--- src/sv/tsc_pkg.sv ---
`timescale 1ns / 1ps
// ----------------------------------------------------------------------------
// tsc_pkg
// shared types and constants of the tile signature cache
// ----------------------------------------------------------------------------
package tsc_pkg;

	localparam int SIG_W   = 64;
	localparam int AGE_W   = 32;
	localparam int SLOT_W  = 6;
	localparam int USED_W  = 7;
	localparam int POS_W   = 12;
	localparam int CAP_W   = 7;
	localparam int TILES_W = 13;
	localparam int ADDR_W  = 3;
	localparam int DATA_W  = 32;

	localparam logic [USED_W-1:0]  CACHE_ENTRIES = 7'd64;
	localparam logic [CAP_W-1:0]   CAP_RESET     = 7'd64;
	localparam logic [TILES_W-1:0] TILES_RESET   = 13'd4096;

	// register select bit of paddr
	localparam logic REG_CAPACITY = 1'b0;
	localparam logic REG_TILES    = 1'b1;

	typedef enum logic [1:0] {
		OUT_UNCHANGED = 2'd0,
		OUT_REMAP     = 2'd1,
		OUT_MISS      = 2'd2
	} outcome_t;

	typedef enum logic [1:0] {
		ST_IDLE,
		ST_SCAN,
		ST_DECIDE,
		ST_DONE
	} state_t;

	typedef struct packed {
		logic              valid;
		logic [SLOT_W-1:0] slot;
	} map_entry_t;

	typedef struct packed {
		logic              start;
		logic              step;
		logic [SLOT_W-1:0] idx;
		logic [SLOT_W-1:0] map_slot;
	} scan_ctrl_t;

	typedef struct packed {
		logic              found;
		logic [SLOT_W-1:0] match_slot;
		logic [SLOT_W-1:0] oldest_slot;
		logic [AGE_W-1:0]  map_age;
	} scan_res_t;

endpackage

--- src/sv/tsc_scan_unit.sv ---
`timescale 1ns / 1ps
// ----------------------------------------------------------------------------
// tsc_scan_unit
// shared compare unit, one cache entry per step
// ----------------------------------------------------------------------------
module tsc_scan_unit (
	input  logic                          clk,
	input  logic                          arst_n,
	input  tsc_pkg::scan_ctrl_t           ctrl,
	input  logic [tsc_pkg::SIG_W-1:0]     target_sig,
	input  logic [tsc_pkg::SIG_W-1:0]     sig_data,
	input  logic [tsc_pkg::AGE_W-1:0]     age_data,
	output tsc_pkg::scan_res_t            res
);

	logic                       found_q;
	logic [tsc_pkg::SLOT_W-1:0] match_slot_q;
	logic [tsc_pkg::SLOT_W-1:0] best_slot_q;
	logic [tsc_pkg::AGE_W-1:0]  best_age_q;
	logic [tsc_pkg::AGE_W-1:0]  map_age_q;

	always_ff @(posedge clk or negedge arst_n) begin
		if (!arst_n) begin
			found_q <= 1'b0;
		end else if (ctrl.start) begin
			found_q <= 1'b0;
		end else if (ctrl.step && !found_q && sig_data == target_sig) begin
			found_q <= 1'b1;
		end
	end

	always_ff @(posedge clk) begin
		if (ctrl.step) begin
			// first match wins
			if (!found_q && sig_data == target_sig) begin
				match_slot_q <= ctrl.idx;
			end
			// lowest slot on equal ages
			if (ctrl.idx == '0 || age_data < best_age_q) begin
				best_age_q  <= age_data;
				best_slot_q <= ctrl.idx;
			end
			if (ctrl.idx == ctrl.map_slot) begin
				map_age_q <= age_data;
			end
		end
	end

	assign res.found       = found_q;
	assign res.match_slot  = match_slot_q;
	assign res.oldest_slot = best_slot_q;
	assign res.map_age     = map_age_q;

endmodule
--- config.mk ---
export PLATFORM = sky130hd
export DESIGN_NAME = tsc_scan_unit
export DESIGN_NICKNAME = d
export VERILOG_FILES = /design/src/sv/tsc_pkg.sv /design/src/sv/tsc_scan_unit.sv
export SDC_FILE = /design/constraint.sdc
export NUM_CORES = 1
export LEC_CHECK = 0
export ABC_AREA = 1
export BUFFER_PORTS_ARGS = -buffer_cell sky130_fd_sc_hd__buf_2
export CAP_MARGIN = 0
export CORE_MARGIN = 3
export CORE_UTILIZATION = 50
export DETAILED_ROUTE_END_ITERATION = 10
export PLACE_DENSITY = 0.95
export SYNTH_ARGS = -nofsm -noshare
export SYNTH_HDL_FRONTEND = slang
export SYNTH_SLANG_ARGS = --single-unit
export TNS_END_PERCENT = 50
--- constraint.sdc ---
create_clock -name clk -period 8 [get_ports clk]
set_clock_uncertainty 0.15 [all_clocks]
set_input_delay 2 -clock clk [delete_from_list [all_inputs] [get_ports clk]]
set_output_delay 2 -clock clk [all_outputs]
set_load 0.05 [all_outputs]
==> Word level (Yosys, flattened, before mapping) <==
Index checks and enable logic that the tools add are counted.
{ "word_totals": {"elab_cells": 20, "output_inout_bits": 45, "reg_bits": 77, "in_bits": 176} }
{ "op_classes": {"mux": 2, "order_cmp": 1, "eq_ne": 2, "n_reduce_logical": 10} }
{ "ops": {"columns": ["op", "n"], "rows": [
  ["$eq 64x64->1", 1],
  ["$lt 32x32->1", 1],
  ["$eq 6x6->1", 1],
  ["$logic_not 6->1", 1],
  ["$reduce_and 2->1", 3],
  ["$logic_and 1x1->1", 3],
  ["$mux 1", 2],
  ["$reduce_bool 2->1", 1],
  ["$logic_not 1->1", 1],
  ["$logic_or 1x1->1", 1]
]} }

==> Logic depth before layout (Yosys ltp) <==
{ "depth": {"word_depth": 5, "depth_mapped": 13, "depth_no_buf": 13} }

==> Least setup slack after synthesis <==
OpenSTA, ideal clock, no wires.
{ "synth_path": {"path_kind": "input port to flip-flop", "startpoint": "in ctrl[8] (netlist name)", "endpoint": "reg map_age_q[0] (netlist name), enable pin", "required_time_ns": 7.349, "setup_ns": 0.501, "t_arrival_ns": 5.368, "path_buffers": 0, "stages": 4, "slack_ns": 1.980, "cell_sequence": "xor2_1 nor2_1 nand3_1 nor4_1"} }
{ "synth_via": {"elab_chain_len": 2} }
{ "synth_rtl": {"columns": ["element", "line", "text"], "rows": [
  ["from (decl)", "tsc_scan_unit.sv:9", "input tsc_pkg::scan_ctrl_t ctrl,"],
  ["$eq 6x6->1", "tsc_scan_unit.sv:43", "if (ctrl.idx == ctrl.map_slot) begin"],
  ["$reduce_and 2->1 (no line)", null, null],
  ["to (signal assigned)", "tsc_scan_unit.sv:44", "map_age_q <= age_data;"],
  ["to (decl)", "tsc_scan_unit.sv:20", "logic [tsc_pkg::AGE_W-1:0] map_age_q;"]
]} }
No other way between the ends.
A chain may end at the register's enable or synchronous reset.

==> Final worst setup path <==
{ "layout_path": {"startpoint": "in age_data[9] (netlist name)", "endpoint": "reg best_age_q[15] (netlist name), enable pin"} }
{ "layout_via": {"elab_chain_len": 3} }
{ "layout_rtl": {"columns": ["element", "line", "text"], "rows": [
  ["from (decl)", "tsc_scan_unit.sv:12", "input logic [tsc_pkg::AGE_W-1:0] age_data,"],
  ["$lt 32x32->1", "tsc_scan_unit.sv:39", "if (ctrl.idx == '0 || age_data < best_age_q) begin"],
  ["$logic_or 1x1->1", "tsc_scan_unit.sv:39", null],
  ["$reduce_and 2->1 (no line)", null, null],
  ["to (signal assigned)", "tsc_scan_unit.sv:40", "best_age_q <= age_data;"],
  ["to (decl)", "tsc_scan_unit.sv:19", "logic [tsc_pkg::AGE_W-1:0] best_age_q;"]
]} }
No other way between the ends.

==> impl_metrics.csv <==
group,metric,value,unit
grt,first_global_vias,4763,
sta,timing.fmax,245,MHz
layout,final_layout_size_suffix_gt1_frac,0.324,
sta,finalSetupTns,0,ps
clocking,root_buffer,"clkbuf_8",
synth,async_reset_ff_frac,0.0130,
synth,synth_flop_cell,"edfxtp_1",
sta,worst_pin_slew,576,ps
power_and_ir_drop,pwr-share-seq,0.487,
power_and_ir_drop,ir_worst_vdd,0.108,mV
grt,antenna_found_initial,1,
setup_path,worstSetupPathType,"in -> reg",
clocking,path_clk_slew,80,ps
synth,synth_area_per_cell,8.23,um2
route,drc,0,
floorplanning,die_x,104,um
setup_path,cp-start-kind,"input pin",
grt,grt_overflow,0,
route,wire_per_inst,14.3,um
floorplanning,start_util,0.517,
setup_path,crit_top_cell,"nand2_1",
synth,synth.top_cells.by_area,"edfxtp_1, nand2_1, inv_1",
layout,area.growth.synth_to_final,31.0,%
power_and_ir_drop,intPower,691,uW
synth,postSynthCellCount,583,
clocking,cts-buffers-inserted,9,
clocking,cts_hold_buffers,0,
synth,yosys.cell_count.top_type,"nand2_1",
route,routed-wl-met3,1010,um
clocking,cts.sinks,77,
clocking,cts_setup_buffers,0,
placement,dp_hpwl,11500,um
clocking,postCtsResizedCells,0,
floorplanning,dieArea,10800,um2
run,maxCapViolCount,0,
sta,period_share,0.511,
floorplanning,die_height,104,um
setup_path,crit_chain,"buf_2 -> ha_1 -> a21oi_1 -> o21ai_0 -> a21oi_1 -> nand2_1 -> nand2_1 -> nand2_1 -> a21oi_4 -> buf_4",
setup_path,worst_setup_path_end_kind,"register",
route,dr_wl_met2,7400,um
clocking,cts_tree,"done",
route,vias,4633,
synth,synth_area,4800,um2
floorplanning,rows,35,
synth,synth_top_cell_by_area,"edfxtp_1",
layout,fin_nets,1022,
layout,utilization,0.677,
sta,rsz0062_at_grt,"no",
floorplanning,core,9280,um2
clocking,htreeDepth,3,
synth,ys_top_cells_by_count,"nand2_1, inv_1, edfxtp_1",
placement,io_buffer_count,220,
grt,grt_pass1_wl,21100,um
route,dr.max_layer_used,"met4",
synth,synth-seq-area-share,0.481,
setup_path,cp.required,7850,ps
worst_hold_path,min_path_type,"reg -> reg",
setup_path,critical-path-max-stage-delay,430,ps
synth,ys_ff_latch,77,
power_and_ir_drop,power.density,153,nW/um2
route,viasPerCell,4.88,
grt,grt_usage,0.247,
power_and_ir_drop,p_total,960,uW
synth,synthesis.nets,790,
route,drtAntennaViolNets,0,
route,drtIter0Drc,190,
setup_path,critPathArrivalTime,3940,ps
synth,synth_cell_types,22,
sta,period_minus_slack,4090,ps
placement,globalplace.congestion,0.951,
power_and_ir_drop,p_comb_frac,0.214,
route,routed_wl,13600,um
synth,synth_top_area_share,0.476,
sta,hold_violations,0,
clocking,cts_buffer_depth,2,
setup_path,crit_slowest_cell,"buf_4",
synth,ys.warnings.count,0,
power_and_ir_drop,p_leak,3.36,nW
grt,grt_start_max_net_pins,33,
sta,setup_viol,0,
power_and_ir_drop,swShare,0.280,
power_and_ir_drop,p_clk_frac,0.299,
setup_path,crit_fanout,30,
status,status,"finished clean",
floorplanning,io-pin-count,221,
sta,slew_headroom,0.615,
route,drt-met1-wl,4650,um
synth,synth_edf_count,76,
sta,final_max_slew_viol_count,0,
power_and_ir_drop,power_switching,269,uW
clocking,clock_latency,350,ps
route,first_pass_iters,5,
==> cells in the final DEF, fill, tap and decap left out, types with 2 or more instances in the layout <==
master | synthesis | routed
inv_1 | 122 | 122
nor3_1 | 10 | 10
a21oi_1 | 15 | 14
xor2_1 | 10 | 10
nor4_1 | 4 | 3
ha_1 | 31 | 31
nor2_1 | 58 | 58
buf_2 | 0 | 220
o21ai_0 | 5 | 5
inv_6 | 0 | 2
clkinvlp_4 | 0 | 3
xnor2_1 | 8 | 8
nand3_1 | 16 | 16
edfxtp_1 | 76 | 76
clkbuf_8 | 0 | 9
nand4_1 | 28 | 28
buf_4 | 1 | 2
or2_2 | 25 | 25
nand2_1 | 167 | 167
==> state kept, by name, indices dropped and copies added, names as in the netlist <==
signal	cells
best_slot_q	6
map_age_q	32
found_q	1
best_age_q	32
match_slot_q	6
==> power groups by stage <==
stage	clock, mW	combinational [mW]	sequential (mW)
after floorplan	0	0.0974	0.491
after CTS	0.291	0.205	0.468
after detailed placement	0	0.203	0.477
after global placement	0	0.195	0.476
final	0.288	0.205	0.468
after global routing	0.303	0.230	0.469
==> critical path: cells and delay by family <==
kind,cells,cell delay [ps]
compound gates,4,800
fa+ha+maj,1,320
buf+inv,2,550
simple gates,3,220
==> through the flow <==
step | cells | worst slack (ps) | hold WS (ps) | instance area [um2]
floorplan | 583 | 1980 | 384 | 4800
global placement | 933 | 3730 | 422 | 6080
detailed placement | 933 | 3590 | 448 | 6080
CTS | 949 | 3950 | 462 | 6280
global route | 950 | 3780 | 501 | 6280
finish | 950 | 3910 | 459 | 6280
==> layout make-up <==
class                   instances  area (um2)
diodes                          1        2.50
clock buffers                   9         124
clock inverters                 7        73.8
fillers                       766        3000
inverters                     122         458
multi-input cells             383        2040
flip-flops and latches         77        2310
well taps                     129         161
repair buffers                222        1120
==> path summary, 6_finish.rpt <==
path / cells after the start / slack (ps) / endpoint / startpoint
setup / recovery: 10 / 3910 / best_age_q[15] / age_data[9]
hold / removal: 2 / 460 / found_q / found_q
setup reg to reg: 10 / 5300 / best_age_q[15] / best_age_q[9]
hold reg to reg: 2 / 460 / found_q / found_q
max in group asynchronous: 1 / 6340 / found_q / arst_n
min in group asynchronous: 1 / 1270 / found_q / arst_n
==> layer usage <==
layer | vias to the layer above | GRT usage
li1 | 2326 | -
met1 | 2037 | 0.237
met2 | 228 | 0.480
met3 | 42 | 0.0565
met4 | 0 | 0.139
met5 | - | 0
==> cell families after synthesis <==
kind of cell             after synthesis  synth area share
AO/OA/AOI/OAI                         24            0.0274
XOR/XNOR                              18            0.0329
adder cells (fa/ha/maj)               31            0.0809
buffers and inverters                123            0.0971
flip-flops                            77             0.481
AND/OR/NAND/NOR                      310             0.281
(Power assumes the default switching activity.)
